## src/sv/qnorm_pkg.sv

```systemverilog
// Shared types and widths for the quaternion normalize unit.
// Used by every module of the block; depends on nothing else.
`default_nettype none

package qnorm_pkg;

   // Lane count: x, y, z, w
   localparam int LANES    = 4;
   localparam int COMP_W   = 16;
   localparam int MAG_W    = 16;
   // Square of a magnitude is at most 2^30
   localparam int SQ_W     = 31;
   // Sum of four squares is at most 2^32
   localparam int SUM_W    = 33;
   // floor(2^30 * m^2 / S) is at most 2^30
   localparam int QUO_W    = 31;
   // Divider partial remainder, shifted, stays below 2^33
   localparam int REM_W    = 34;
   // Integer square root of the quotient is at most 2^15
   localparam int ROOT_W   = 16;
   localparam int RAD_W    = 2 * ROOT_W;
   localparam int SREM_W   = ROOT_W + 4;
   localparam int UNIT_W   = 16;

   // Lane indexes
   localparam int LANE_X   = 0;
   localparam int LANE_Y   = 1;
   localparam int LANE_Z   = 2;
   localparam int LANE_W   = 3;

   typedef logic signed [COMP_W-1:0] comp_type;
   typedef logic [MAG_W-1:0]         mag_type;
   typedef logic [SQ_W-1:0]          sq_type;
   typedef logic [SUM_W-1:0]         sum_type;
   typedef logic [QUO_W-1:0]         quo_type;
   typedef logic [REM_W-1:0]         rem_type;
   typedef logic [ROOT_W-1:0]        root_type;
   typedef logic [RAD_W-1:0]         rad_type;
   typedef logic [SREM_W-1:0]        srem_type;
   typedef logic signed [UNIT_W-1:0] unit_type;

   // Q1.14 one
   localparam unit_type UNIT_ONE = unit_type'(16384);

   // Sideband that travels with each transaction
   typedef struct packed {
      logic [LANES-1:0] neg;
      logic             zero;
   } side_type;

endpackage

`default_nettype wire

```

## src/sv/qnorm_sumsq.sv

```systemverilog
// Front end: component magnitudes, squares and the sum of squares.
// Two register stages; depends on qnorm_pkg.
`default_nettype none

module qnorm_sumsq (
   input  wire logic               clock,
   input  wire logic               reset,
   input  wire logic               enable,
   input  wire logic               in_valid,
   input  wire qnorm_pkg::comp_type comp [qnorm_pkg::LANES],
   output logic                    out_valid,
   output qnorm_pkg::sq_type       sq [qnorm_pkg::LANES],
   output qnorm_pkg::sum_type      sum,
   output qnorm_pkg::side_type     side
);
   import qnorm_pkg::*;

   logic [LANES-1:0]     neg_in;
   mag_type              mag_in [LANES];
   logic [2*MAG_W-1:0]   prod_in [LANES];
   sq_type               sq1_in [LANES];

   logic                 valid1_ff;
   logic [LANES-1:0]     neg1_ff;
   sq_type               sq1_ff [LANES];

   sum_type              sum2_in;
   side_type             side2_in;
   logic                 valid2_ff;
   sq_type               sq2_ff [LANES];
   sum_type              sum2_ff;
   side_type             side2_ff;

   // Take magnitudes and square them
   always_comb begin
      for (int l = 0; l < LANES; l++) begin
         neg_in[l]  = comp[l][COMP_W-1];
         mag_in[l]  = neg_in[l] ? mag_type'(-comp[l]) : mag_type'(comp[l]);
         prod_in[l] = mag_in[l] * mag_in[l];
         sq1_in[l]  = prod_in[l][SQ_W-1:0];
      end
   end

   // Add the four squares, flag a zero length
   always_comb begin
      sum2_in = '0;
      for (int l = 0; l < LANES; l++) begin
         sum2_in = sum2_in + sum_type'(sq1_ff[l]);
      end
      side2_in.neg  = neg1_ff;
      side2_in.zero = (sum2_in == '0);
   end

   // Advance valid bits
   always_ff @(posedge clock) begin
      if (reset) begin
         valid1_ff <= 1'b0;
         valid2_ff <= 1'b0;
      end else if (enable) begin
         valid1_ff <= in_valid;
         valid2_ff <= valid1_ff;
      end
   end

   // Advance payload
   always_ff @(posedge clock) begin
      if (enable) begin
         neg1_ff  <= neg_in;
         sq1_ff   <= sq1_in;
         sq2_ff   <= sq1_ff;
         sum2_ff  <= sum2_in;
         side2_ff <= side2_in;
      end
   end

   assign out_valid = valid2_ff;
   assign sq        = sq2_ff;
   assign sum       = sum2_ff;
   assign side      = side2_ff;

endmodule

`default_nettype wire

```

## config.mk

```make
export PLATFORM = sky130hd
export DESIGN_NAME = qnorm_sumsq
export DESIGN_NICKNAME = d
export VERILOG_FILES = /design/src/sv/qnorm_pkg.sv /design/src/sv/qnorm_sumsq.sv
export SDC_FILE = /design/constraint.sdc
export NUM_CORES = 2
export LEC_CHECK = 0
export BUFFER_PORTS_ARGS = -buffer_cell sky130_fd_sc_hd__buf_2
export CORE_MARGIN = 4
export CORE_UTILIZATION = 69
export CTS_CLUSTER_DIAMETER = 50
export DETAILED_ROUTE_END_ITERATION = 10
export PLACE_DENSITY = 0.89
export SYNTH_ARGS = -nofsm -noshare
export SYNTH_HDL_FRONTEND = slang
export SYNTH_SLANG_ARGS = --single-unit
```

## constraint.sdc

```tcl
create_clock -name clock -period 14.8 [get_ports clock]
set_clock_uncertainty 0.1 [all_clocks]
set_input_delay 1.48 -clock clock [delete_from_list [all_inputs] [get_ports clock]]
set_output_delay 1.48 -clock clock [all_outputs]
set_load 0.05 [all_outputs]
```

Yosys cells after proc, flatten, opt, wreduce, memory -nomap -nowiden:

Cells that the tools add are included.
W data, S select, Z words.

* bits in registers: 292
* bits in latches: 0
* bits in writable memories: 0
* memory bits (read-only): 0
* input port bits: 68
* output and inout port bits: 163
* logic and storage cells: 30
* memories: 0

* $add $sub $neg: 7
* multiply operators: 4
* div/mod/pow operators: 0
* magnitude comparators: 0
* equality and inequality tests: 0
* shift operators: 0
* mux-type cells: 4
* bitwise logic cells: 0
* reduce and logical (&&, ||, !) cells: 1

Operators with widths (number)
* $mul A16 B16 Y31: 4
* $mux W16: 4
* $neg A16 Y16: 4
* $add A32 B31 Y33: 1
* $add A33 B31 Y33: 1
* $logic_not A33 Y1: 1
* $add A31 B31 Y32: 1

Logic depth before layout (Yosys ltp):

* word-level depth: 4
* gate-level depth with buffers: 31
* gate-level depth less buffers: 30

Worst setup path after synthesis:

No wires, ideal clock.

* path kind: input port to flip-flop
* from: input port comp[54] (netlist bit)
* to: register sq1_ff[122] (netlist bit) (data pin)
* library setup time: 258 ps
* arrival time: 8915 ps
* required time: 14442 ps
* slack: 5527 ps
* stages: 25
* buffers on the path: 0
* cells stage by stage: or4_1 -> or4_1 -> o41ai_1 -> xor2_1 -> clkinv_1 -> nand2_1 -> fa_1 -> fa_1 -> inv_1 -> fa_1 -> fa_1 -> fa_1 -> inv_1 -> fa_1 -> inv_1 -> ha_1 -> a21o_1 -> a21o_1 -> a21o_1 -> or3_1 -> o211ai_1 -> a41oi_1 -> a221o_1 -> a21oi_1 -> xnor2_1

RTL lines
* start: declaration: line qnorm_sumsq.sv:10 `input wire qnorm_pkg::comp_type comp [qnorm_pkg::LANES],`
* end signal: assignment: line qnorm_sumsq.sv:69 `sq1_ff <= sq1_in;`
* end: declaration: line qnorm_sumsq.sv:25 `sq_type sq1_ff [LANES];`

==> reports/qor_table.md <==
| Metric | Value |
|---|---|
| Result of the run | complete, but fails checks |
| Violations in the final reports | design-rule violations |
| Via count of the first global-routing pass | 31409 |
| Most common flop cell mapped by yosys | sky130_fd_sc_hd__edfxtp_1 |
| Die Width | 248 µm |
| Gr busiest metal | met2 |
| Final slew viol count | 0 |
| Vias | 29091 |
| Max_slew headroom | 8.65% |
| Post-detail-place hpwl | 84600 µm |
| Number of endpoints failing setup at the final stage | 0 |
| Critical path fanouts, max | 18 |
| CP max-delay cell | sky130_fd_sc_hd__a2111oi_0 |
| Detailed-route wire length per cell | 20.7 µm |
| Largest cells by area after synthesis | sky130_fd_sc_hd__fa_1 36%, sky130_fd_sc_hd__edfxtp_1 21%, sky130_fd_sc_hd__ha_1 13% |
| Total iterations of the first detailed-routing run | 11 |
| Largest net degree at the start of global routing | 141 |
| Average cell area after synthesis | 10.4 µm² |
| Total wire length | 102000 µm |
| Fillcell total | 3555 |
| Maximum buffer depth of the clock tree | 3 |
| Die area | 61700 µm² |
| Wire length of the first global-routing pass | 163000 µm |
| Hold Path Class | flip-flop to flip-flop |
| Clock tree root driver cell | sky130_fd_sc_hd__clkbuf_16 |
| CP peak stage delay | 720 ps |
| Hold-fix buffer count after cts | 0 |
| Final nets | 5317 |
| Number of antenna violations at the first check in global routing | 5 |
| Violation count after the first detailed-route iteration | 2390 |
| Setup TNS | 0 ps |
| Storage cell area | 8510 µm² |
| Yosys top cell by area | sky130_fd_sc_hd__fa_1 |
| Number of clock sinks | 284 |
| Number of gates given a new drive strength after cts | 0 |
| Clock-pin slew on the worst setup and hold paths | 60 ps |
| Actual transition at the worst max-transition pin | 1360 ps |
| Vertical extent of the die | 248 µm |
| Post-route clock period utilization | 69.6% |
| Number of buffers inserted by post-CTS setup repair | 0 |
| Starting density of the core | 70.2% |
| Number of distinct library cell variants in the gate-level netlist after synthesis | 73 |
| Leftover overflow at the end of global routing | 0 |
| Top cell type's share of synthesized area | 35.8% |
| Sequential fraction of the synthesis area | 21.3% |
| Global routing usage on met1 | 42.0% |
| Post-synth EDFFs | 282 |
| Via-to-Cell Ratio | 5.93 |
| Area growth syn-to-layout | 8.49% |
| Top-count cell post-synth | sky130_fd_sc_hd__inv_1 |
| Count of H-tree levels built during CTS | 2 |
| Antenna-violating nets left | 0 |
| Cell seen most often among critical-path stages | sky130_fd_sc_hd__fa_1 |
| CP Data Arrival Time | 10490 ps |
| Top cell types by occurrence after synthesis | 916 x sky130_fd_sc_hd__inv_1, 714 x sky130_fd_sc_hd__fa_1, 411 x sky130_fd_sc_hd__ha_1 |
| Crit. End Element | flip-flop |
| Cts bufs inserted | 36 |
| Final Hold Viols | 0 |
| Worst setup path category | input pin to flip-flop |
| Global routing usage summed across all routing layers | 33.5% |
| # Max-Cap Violations | 0 |
| Skew-Pair Late Insertion Delay | 570 ps |
| Unrepaired setup endpoints after global routing | false |
| Fraction of final layout cells with drive strength greater than 1 | 7.96% |
| Placer's final routability congestion estimate | 0.972 |
| Cells after synthesis | 3844 |
| Met2 track demand over resource | 54.8% |
| Count of unresolved DRC violations after routing | 2 |
| Startpoint class of the critical path | input pin |
| Core Area | 56800 µm² |
| Achievable frequency | 97.1 MHz |
| WP data required | 14990 ps |
| Area used by multi-input combinational logic | 27800 µm² |
| Number of register bits inferred by synthesis | 284 |
| Time the worst path needs with I/O delays and setup | 10300 ps |
| Row count | 87 |
| M3 GR Usage | 7.84% |
| FFs w/ async S/R, synth | 0% |
| I/O Buffers | 226 |
| Cell area after technology mapping | 39900 µm² |
| I/O pin total | 231 |
| Yosys warning total | 0 |
| CTS tree | yes |
[per-stage QoR]
stage	instances	setup slack, ps	instance area, µm²	hold slack [ps]	utilization, %
2_1_floorplan	3894	5530	40100	300	-
3_3_place_gp	4842	4580	42100	302	74.1
3_5_place_dp	4842	4150	42100	308	74.1
4_1_cts	4903	4620	43300	322	76.2
5_1_grt	4903	3910	43300	324	76.2
6_report	4904	4500	43300	320	76.2
[critical path: cells and delay by family]
| family | cells | cell delay (ps) |
|---|---|---|
| compound gates | 10 | 2910 |
| fa+ha+maj | 8 | 3790 |
| simple gates | 2 | 370 |
| xor+xnor | 2 | 570 |
| buf+inv | 8 | 1350 |
[state kept, by name, summed over array words and instances (netlist names)]
name and cells:
sq1_ff 120, sq 120, sum 33, side 5
neg1_ff 4, out_valid 1, valid1_ff 1
[routing by layer]
metal | share of wire [%] | up-vias
met5 | 0.050 | -
met4 | 6.7 | 8
met3 | 11 | 454
met2 | 48 | 1640
met1 | 35 | 14356
li1 | - | 12633
[cell families after synthesis]
kind of cell               synth area share, %
other                                   0.0188
buffers and inverters                     9.48
muxes                                    0.125
adders and majority gates                 48.7
AOI/OAI and AO/OA                         7.37
and+or+nand+nor                           8.27
xor gates and xnor gates                  4.68
DFF                                       21.3
[cell type report]
type / instances / area share [%]
Antenna cell: 1 / 0.00578
Tap cell: 756 / 2.19
Sequential cell: 284 / 19.7
Inverter: 941 / 8.16
Clock inverter: 19 / 0.448
Timing Repair Buffer: 253 / 3.10
Multi-Input combinational cell: 2608 / 64.2
Clock buffer: 42 / 2.23
[worst paths after layout]
path / from / endpoint / slack (ps) / cells past startpoint
min reg2reg: neg1_ff[1]$_DFFE_PP_ / side[2]$_DFFE_PP_ / 320 / 0
max: comp[0] / sq1_ff[30]$_DFFE_PP_ / 4500 / 30
min: neg1_ff[1]$_DFFE_PP_ / side[2]$_DFFE_PP_ / 320 / 0
max reg2reg: sq1_ff[62]$_DFFE_PP_ / side[0]$_DFFE_PP_ / 8970 / 14
[layout by cell type (no fill, tap or decap), types with 116 or more instances in the layout]
cell type / Yosys / final
sky130_fd_sc_hd__xnor2_1: 140 / 140
sky130_fd_sc_hd__inv_1: 916 / 916
sky130_fd_sc_hd__fa_1: 714 / 714
sky130_fd_sc_hd__nor2_1: 283 / 283
sky130_fd_sc_hd__nand2_1: 321 / 321
sky130_fd_sc_hd__a21oi_1: 116 / 116
sky130_fd_sc_hd__ha_1: 411 / 411
sky130_fd_sc_hd__buf_2: 0 / 225
sky130_fd_sc_hd__edfxtp_1: 282 / 282
Power is not shown: default switching activity piles up to over one toggle a cycle in this logic, so the estimate is an artifact.
