## src/sv/qnorm_pkg.sv

```systemverilog
// Shared types and widths for the quaternion normalize unit.
// Used by every module of the block; depends on nothing else.
`default_nettype none

package qnorm_pkg;

   // Lane count: x, y, z, w
   localparam int LANES    = 4;
   localparam int COMP_W   = 16;
   localparam int MAG_W    = 16;
   // Square of a magnitude is at most 2^30
   localparam int SQ_W     = 31;
   // Sum of four squares is at most 2^32
   localparam int SUM_W    = 33;
   // floor(2^30 * m^2 / S) is at most 2^30
   localparam int QUO_W    = 31;
   // Divider partial remainder, shifted, stays below 2^33
   localparam int REM_W    = 34;
   // Integer square root of the quotient is at most 2^15
   localparam int ROOT_W   = 16;
   localparam int RAD_W    = 2 * ROOT_W;
   localparam int SREM_W   = ROOT_W + 4;
   localparam int UNIT_W   = 16;

   // Lane indexes
   localparam int LANE_X   = 0;
   localparam int LANE_Y   = 1;
   localparam int LANE_Z   = 2;
   localparam int LANE_W   = 3;

   typedef logic signed [COMP_W-1:0] comp_type;
   typedef logic [MAG_W-1:0]         mag_type;
   typedef logic [SQ_W-1:0]          sq_type;
   typedef logic [SUM_W-1:0]         sum_type;
   typedef logic [QUO_W-1:0]         quo_type;
   typedef logic [REM_W-1:0]         rem_type;
   typedef logic [ROOT_W-1:0]        root_type;
   typedef logic [RAD_W-1:0]         rad_type;
   typedef logic [SREM_W-1:0]        srem_type;
   typedef logic signed [UNIT_W-1:0] unit_type;

   // Q1.14 one
   localparam unit_type UNIT_ONE = unit_type'(16384);

   // Sideband that travels with each transaction
   typedef struct packed {
      logic [LANES-1:0] neg;
      logic             zero;
   } side_type;

endpackage

`default_nettype wire

```

## src/sv/qnorm_sqrt.sv

```systemverilog
// Pipelined integer square root of each lane's quotient,
// one root bit per stage. Depends on qnorm_pkg.
`default_nettype none

module qnorm_sqrt (
   input  wire logic               clock,
   input  wire logic               reset,
   input  wire logic               enable,
   input  wire logic               in_valid,
   input  wire qnorm_pkg::quo_type quo [qnorm_pkg::LANES],
   input  wire qnorm_pkg::side_type in_side,
   output logic                    out_valid,
   output qnorm_pkg::root_type     root [qnorm_pkg::LANES],
   output qnorm_pkg::side_type     out_side
);
   import qnorm_pkg::*;

   // Stage registers; remainder and radicand are not kept past the last bit
   logic [ROOT_W-1:0] valid_ff;
   side_type          side_ff [ROOT_W];
   root_type          root_ff [ROOT_W][LANES];
   srem_type          rem_ff  [ROOT_W-1][LANES];
   rad_type           rad_ff  [ROOT_W-1][LANES];

   // Per-stage operands
   srem_type          rem_src  [ROOT_W][LANES];
   rad_type           rad_src  [ROOT_W][LANES];
   root_type          root_src [ROOT_W][LANES];
   side_type          side_src [ROOT_W];
   logic [ROOT_W-1:0] valid_src;
   srem_type          rem_in   [ROOT_W][LANES];
   rad_type           rad_in   [ROOT_W][LANES];
   root_type          root_in  [ROOT_W][LANES];

   for (genvar g = 0; g < ROOT_W; g++) begin : g_step
      if (g == 0) begin : g_first
         always_comb begin
            for (int l = 0; l < LANES; l++) begin
               rem_src[g][l]  = '0;
               rad_src[g][l]  = rad_type'(quo[l]);
               root_src[g][l] = '0;
            end
            side_src[g]  = in_side;
            valid_src[g] = in_valid;
         end
      end else begin : g_next
         always_comb begin
            for (int l = 0; l < LANES; l++) begin
               rem_src[g][l]  = rem_ff[g-1][l];
               rad_src[g][l]  = rad_ff[g-1][l];
               root_src[g][l] = root_ff[g-1][l];
            end
            side_src[g]  = side_ff[g-1];
            valid_src[g] = valid_ff[g-1];
         end
      end

      // Bring down two radicand bits, try root*4+1, keep one root bit
      always_comb begin
         srem_type rem_sh;
         srem_type trial;
         for (int l = 0; l < LANES; l++) begin
            rem_sh = {rem_src[g][l][SREM_W-3:0], rad_src[g][l][RAD_W-1 -: 2]};
            trial  = srem_type'({root_src[g][l], 2'b01});
            rad_in[g][l] = {rad_src[g][l][RAD_W-3:0], 2'b00};
            if (rem_sh >= trial) begin
               rem_in[g][l]  = rem_sh - trial;
               root_in[g][l] = {root_src[g][l][ROOT_W-2:0], 1'b1};
            end else begin
               rem_in[g][l]  = rem_sh;
               root_in[g][l] = {root_src[g][l][ROOT_W-2:0], 1'b0};
            end
         end
      end

      // Advance valid
      always_ff @(posedge clock) begin
         if (reset) begin
            valid_ff[g] <= 1'b0;
         end else if (enable) begin
            valid_ff[g] <= valid_src[g];
         end
      end

      // Advance payload
      always_ff @(posedge clock) begin
         if (enable) begin
            side_ff[g] <= side_src[g];
            root_ff[g] <= root_in[g];
         end
      end

      if (g < ROOT_W - 1) begin : g_keep
         always_ff @(posedge clock) begin
            if (enable) begin
               rem_ff[g] <= rem_in[g];
               rad_ff[g] <= rad_in[g];
            end
         end
      end
   end

   assign out_valid = valid_ff[ROOT_W-1];
   assign root      = root_ff[ROOT_W-1];
   assign out_side  = side_ff[ROOT_W-1];

endmodule

`default_nettype wire

```

## config.mk

```make
export PLATFORM = sky130hd
export DESIGN_NAME = qnorm_sqrt
export DESIGN_NICKNAME = d
export VERILOG_FILES = /design/src/sv/qnorm_pkg.sv /design/src/sv/qnorm_sqrt.sv
export SDC_FILE = /design/constraint.sdc
export NUM_CORES = 2
export LEC_CHECK = 0
export BUFFER_PORTS_ARGS = -buffer_cell sky130_fd_sc_hd__buf_2
export CORE_ASPECT_RATIO = 1.4
export CORE_MARGIN = 4
export CORE_UTILIZATION = 55
export DETAILED_ROUTE_END_ITERATION = 8
export GPL_ROUTABILITY_DRIVEN = 0
export PLACE_DENSITY = 0.71
export SYNTH_ARGS = -nofsm -noshare
export SYNTH_HDL_FRONTEND = slang
export SYNTH_MEMORY_MAX_BITS = 65536
export SYNTH_SLANG_ARGS = --single-unit
```

## constraint.sdc

```tcl
create_clock -name clock -period 7.3 [get_ports clock]
set_clock_uncertainty 0.2 [all_clocks]
set_input_delay 1.46 -clock clock [delete_from_list [all_inputs] [get_ports clock]]
set_output_delay 1.46 -clock clock [all_outputs]
set_load 0.05 [all_outputs]
```

Word-level counts from Yosys, hierarchy flattened --
Memory sizes are Yosys's and may differ from the RTL's. Cells that the tools add are included.
Word-level totals: register bits after elaboration 16, RAM bits 4104, input port bits 133, output and inout bits 70, memories 4
Memory list:
- rad_ff | depth 15, bits a word 120, read ports 15, clocked after Yosys merged registers in 0, wr ports 15, RTL line qnorm_sqrt.sv:23 | rad_type rad_ff [ROOT_W-1][LANES];
- rem_ff | depth 15, bits a word 80, read ports 15, clocked after Yosys merged registers in 0, wr ports 15, RTL line qnorm_sqrt.sv:22 | srem_type rem_ff [ROOT_W-1][LANES];
- root_ff | depth 16, bits a word 64, read ports 16, clocked after Yosys merged registers in 0, wr ports 16, RTL line qnorm_sqrt.sv:21 | root_type root_ff [ROOT_W][LANES];
- side_ff | depth 16, bits a word 5, read ports 16, clocked after Yosys merged registers in 0, wr ports 16, RTL line qnorm_sqrt.sv:20 | side_type side_ff [ROOT_W];
Cells by class: add/subtract/negate cells 60, $lt $le $gt $ge 64, mux-type cells 126
Operators by type and width (number):
- >= comparator 20 x 18 -> 1 bit | 60
- 2-to-1 mux 20 bit | 60
- subtractor 20 x 18 -> 20 bit | 56
- 2-to-1 mux 1 bit | 66
- subtractor 1 x 1 -> 2 bit (second input constant) | 4
- >= comparator 1 bit (second input constant) | 4

Depth between registers and ports, before layout --
An unclocked memory read counts as a cell.
depth after elaboration 3, gate-level depth with buffers 12, depth with buffers taken out 11

Least setup slack after synthesis --
Ideal clock, no wire load.
kind flip-flop to flip-flop, start mem rem_ff[1][189] (netlist name), end mem rem_ff[1][270] (netlist name), data pin, data arrival time 2.646 ns, required time 6.844 ns, slack 4.198 ns, cell stages (with the launch flop) 11, buffers on the path 2, cell sequence edfxtp_1 ha_1 nand2_1 or3_1 or4_1 a31oi_1 or3b_1 clkbuf_1 clkbuf_1 nor2_1 a31o_2
RTL lines (RTL line):
- start: declaration | qnorm_sqrt.sv:22

==> impl_metrics.xml <==
<?xml version="1.0" encoding="UTF-8"?>
<metrics>
  <group name="outcome">
    <metric name="outcome" unit="">finished clean</metric>
  </group>
  <group name="final_layout">
    <metric name="final_design_area_no_fill" unit="um^2">130000</metric>
    <metric name="regArea" unit="um^2">77400</metric>
    <metric name="most-common-layout-cells" unit="">sky130_fd_sc_hd__edfxtp_1 (2,568), sky130_fd_sc_hd__inv_1 (733), sky130_fd_sc_hd__nor2_1 (655), sky130_fd_sc_hd__ha_1 (608), sky130_fd_sc_hd__a21oi_1 (544)</metric>
    <metric name="nets" unit="">9791</metric>
    <metric name="layout_commonest_cell" unit="">sky130_fd_sc_hd__edfxtp_1</metric>
    <metric name="multi_input_area" unit="um^2">36300</metric>
    <metric name="final_layout_size_suffix_gt1_share" unit="%">8.69</metric>
    <metric name="syn2layout_area_growth" unit="%">10.7</metric>
    <metric name="fillers" unit="">15900</metric>
  </group>
  <group name="sta">
    <metric name="shortest_period_the_worst_path_allows" unit="ns">3.77</metric>
    <metric name="final.hold.worst_slack" unit="ns">0.159</metric>
    <metric name="max_slew_margin" unit="%">18.4</metric>
    <metric name="fin_tns_setup" unit="ns">0</metric>
    <metric name="worst_pin_slew" unit="ns">1.22</metric>
    <metric name="maxClockFrequency" unit="MHz">265</metric>
    <metric name="timing.final.ws_setup" unit="ns">3.53</metric>
    <metric name="final-hold-violation-count" unit="">0</metric>
    <metric name="grt_setup_unrepaired" unit="">no</metric>
    <metric name="max_slew_violation_count" unit="">0</metric>
    <metric name="final.period_utilization" unit="%">51.7</metric>
    <metric name="setup_violations" unit="">0</metric>
  </group>
  <group name="grt">
    <metric name="wire_length_of_the_first_global_routing_pass" unit="mm">325</metric>
    <metric name="groute.usage.overall" unit="%">17.8</metric>
    <metric name="first_global_vias" unit="">66700</metric>
    <metric name="grt_start_max_net_pins" unit="">212</metric>
    <metric name="gr-total-overflow" unit="">0</metric>
    <metric name="number_of_antenna_violations_at_the_first_check_in_global_routing" unit="">2</metric>
  </group>
  <group name="floorplan">
    <metric name="fp.dieH" unit="um">555</metric>
    <metric name="width_of_the_chip" unit="um">398</metric>
    <metric name="fp.dieArea" unit="um^2">221000</metric>
    <metric name="core_area" unit="um^2">212000</metric>
    <metric name="core.rowCount" unit="">200</metric>
    <metric name="ioPinCount" unit="">203</metric>
    <metric name="start_util" unit="%">55.3</metric>
  </group>
  <group name="clocking">
    <metric name="ctsHoldBuffers" unit="">0</metric>
    <metric name="cts_buffers" unit="">244</metric>
    <metric name="worstSkewPairLatency" unit="ns">0.90</metric>
    <metric name="ctsLongestPathBuffers" unit="">4</metric>
    <metric name="clkTransAtPathRegs" unit="ns">0.07</metric>
    <metric name="clock_sinks" unit="">2584</metric>
    <metric name="cts_tree" unit="">built</metric>
    <metric name="cts_setup_buffers" unit="">0</metric>
    <metric name="clk_root_buffer_cell" unit="">sky130_fd_sc_hd__clkbuf_16</metric>
    <metric name="cts_resized" unit="">0</metric>
    <metric name="htree_num_levels" unit="">4</metric>
  </group>
  <group name="yosys">
    <metric name="postSynthRegisterBits" unit="">2584</metric>
    <metric name="ys.warnings.count" unit="">0</metric>
    <metric name="synth.top_cell.area_share" unit="%">65.7</metric>
    <metric name="synth.avg_cell_area" unit="um^2">13.4</metric>
    <metric name="yosys_most_used_dff" unit="">sky130_fd_sc_hd__edfxtp_1</metric>
    <metric name="number_of_synthesized_flops_with_an_enable_pin" unit="">2568</metric>
    <metric name="synth-async-reset-ratio" unit="%">0</metric>
    <metric name="synthTopCellsByArea" unit="">sky130_fd_sc_hd__edfxtp_1 (66%), sky130_fd_sc_hd__ha_1 (6.5%), sky130_fd_sc_hd__xnor2_1 (3.0%)</metric>
    <metric name="synth.distinct_cells" unit="">89</metric>
    <metric name="synth-seq-area-share" unit="%">66.0</metric>
    <metric name="mappedNetlistArea" unit="um^2">117000</metric>
    <metric name="cell_taking_the_most_area_after_synthesis" unit="">sky130_fd_sc_hd__edfxtp_1</metric>
    <metric name="synthesis.instances" unit="">8731</metric>
  </group>
  <group name="worst_setup_path">
    <metric name="critical_path_arrival" unit="ns">4.16</metric>
    <metric name="cp_data_required_time" unit="ns">7.69</metric>
    <metric name="timing.critical_path.buf_inv" unit="">0</metric>
    <metric name="criticalPathCategory" unit="">reg -&gt; reg</metric>
    <metric name="crit_path_max_fanout" unit="">26</metric>
    <metric name="critPathSlowestCell" unit="">sky130_fd_sc_hd__nand4_1</metric>
    <metric name="crit_family" unit="">simple AND/OR/NAND/NOR gates</metric>
    <metric name="cp_launch_type" unit="">flop</metric>
    <metric name="max_stage_delay" unit="ns">0.91</metric>
    <metric name="path_cells" unit="">ha_1, nor2b_1, o31a_1, o311ai_0, nand4_1, nand4b_1, nor4_1, xor2_1</metric>
    <metric name="end_kind" unit="">flop</metric>
  </group>
  <group name="detailed_routing">
    <metric name="drt_iter0_drc" unit="">3480</metric>
    <metric name="wire_per_inst" unit="um">16.5</metric>
    <metric name="route.detailed.vias_per_inst" unit="">5.49</metric>
    <metric name="post-route-drc-count" unit="">0</metric>
    <metric name="via_count" unit="">66300</metric>
    <metric name="drt-total-wl" unit="mm">200</metric>
    <metric name="drt-pass1-iter-count" unit="">5</metric>
    <metric name="route.antenna.remaining_nets" unit="">0</metric>
  </group>
  <group name="placed_design">
    <metric name="placement.setup.worst_slack" unit="ns">3.45</metric>
    <metric name="place_area" unit="um^2">122000</metric>
    <metric name="numPortBuffers" unit="">202</metric>
    <metric name="place.detailed.hpwl" unit="mm">141</metric>
  </group>
  <group name="run">
    <metric name="timing.max_cap.violations" unit="">0</metric>
  </group>
  <group name="power">
    <metric name="power.density" unit="nW/um^2">286</metric>
    <metric name="worst_voltage_drop_across_the_vdd_grid" unit="mV">0.240</metric>
    <metric name="static-leakage-power" unit="uW">0.0498</metric>
  </group>
  <group name="worst_hold_path">
    <metric name="holdCritPathClass" unit="">reg -&gt; reg</metric>
  </group>
</metrics>
power by group:
group          internal [uW]  switching, uW  leakage, uW
registers              18200            882       0.0247
clock network           7640           5290      0.00398
logic                   2220           2870       0.0211
total                  28100           9040       0.0498
area by class of cell:
class | count | share of cell area [%]
sequential | 2584 | 59.6
multi-input combinational | 5232 | 28.0
clock buffer | 278 | 4.81
tap | 2828 | 2.72
inverter | 737 | 2.13
clock inverter | 169 | 1.59
timing repair buffer | 251 | 1.20
antenna | 1 | 0.00193
routing by layer:
layer  share of wire (%)  global-route usage, %  vias to the layer above
met2                  53                   33.4                     1326
met1                  39                   19.8                    31500
met5                   0                      0                        -
met4                 4.7                   8.15                        0
met3                 3.5                   2.40                      522
li1                    -                      -                    33000
path summary, 6_finish.rpt:
| check | depth (start not counted) | from | slack, ns | to |
|---|---|---|---|---|
| setup / recovery | 8 | rem_ff[1][200]$_DFFE_PP_ | 3.53 | rem_ff[1][297]$_DFFE_PP_ |
| hold reg to reg | 0 | rad_ff[0][587]$_DFFE_PP_ | 0.16 | rad_ff[0][709]$_DFFE_PP_ |
| setup reg to reg | 8 | rem_ff[1][200]$_DFFE_PP_ | 3.53 | rem_ff[1][297]$_DFFE_PP_ |
| hold / removal | 0 | rad_ff[0][587]$_DFFE_PP_ | 0.16 | rad_ff[0][709]$_DFFE_PP_ |
per-stage QoR:
step / std cells / utilization (%) / power, uW
detailed placement: 11600 / 57.3 / 24400
floorplan: 8734 / - / 22900
global placement: 11600 / 57.3 / 24200
global route: 12100 / 61.2 / 38900
CTS: 12100 / 61.2 / 37500
finish: 12100 / 61.2 / 37100
worst register-to-register path, stage by stage, from the launching register on:
cell and delay [ns]:
sky130_fd_sc_hd__edfxtp_1 0.40, sky130_fd_sc_hd__ha_1 0.35, sky130_fd_sc_hd__nor2b_1 0.17, sky130_fd_sc_hd__o31a_1 0.31, sky130_fd_sc_hd__o311ai_0 0.43, sky130_fd_sc_hd__nand4_1 0.91, sky130_fd_sc_hd__nand4b_1 0.50, sky130_fd_sc_hd__nor4_1 0.10
sky130_fd_sc_hd__xor2_1 0.15
cells in the mapped netlist, types with 24 or more instances:
cell type	number
sky130_fd_sc_hd__nand4_1	85
sky130_fd_sc_hd__nor2b_1	88
sky130_fd_sc_hd__ha_1	608
sky130_fd_sc_hd__nand2b_1	116
sky130_fd_sc_hd__buf_4	64
sky130_fd_sc_hd__a211oi_1	53
sky130_fd_sc_hd__o21a_1	158
sky130_fd_sc_hd__nand4b_1	24
sky130_fd_sc_hd__o21ai_0	377
sky130_fd_sc_hd__a21o_1	132
sky130_fd_sc_hd__inv_1	733
sky130_fd_sc_hd__edfxtp_1	2568
sky130_fd_sc_hd__xor2_1	309
sky130_fd_sc_hd__mux2_2	107
sky130_fd_sc_hd__or2_2	36
sky130_fd_sc_hd__o31ai_1	50
sky130_fd_sc_hd__a21boi_0	27
sky130_fd_sc_hd__or3_1	92
sky130_fd_sc_hd__nor3_1	209
sky130_fd_sc_hd__a21oi_1	544
sky130_fd_sc_hd__mux2i_1	37
sky130_fd_sc_hd__nor4_1	98
sky130_fd_sc_hd__nor3b_1	30
sky130_fd_sc_hd__o21bai_1	34
sky130_fd_sc_hd__nand3_1	115
sky130_fd_sc_hd__o211ai_1	37
sky130_fd_sc_hd__nand2_1	399
sky130_fd_sc_hd__a31oi_1	32
sky130_fd_sc_hd__xnor2_1	405
sky130_fd_sc_hd__clkbuf_1	105
sky130_fd_sc_hd__and3_1	34
sky130_fd_sc_hd__nor2_1	655
sky130_fd_sc_hd__or4_1	53
cell families after synthesis:
kind of cell    count (synthesis)  share of synthesized area (%)
other cells                     1                        0.00319
mux                           144                           1.34
compound gates               1642                           8.73
buf+inv                       918                           3.14
xor+xnor                      714                           5.33
flops                        2584                           66.0
simple gates                 2120                           9.01
fa+ha+maj                     608                           6.48
state kept, by name, summed over array words and instances (netlist names):
| signal | flops |
|---|---|
| rad_ff | 960 |
| side_ff | 80 |
| rem_ff | 984 |
| out_valid | 1 |
| valid_ff | 15 |
| root_ff | 544 |
Note: power is estimated with default switching activity, not from simulation.
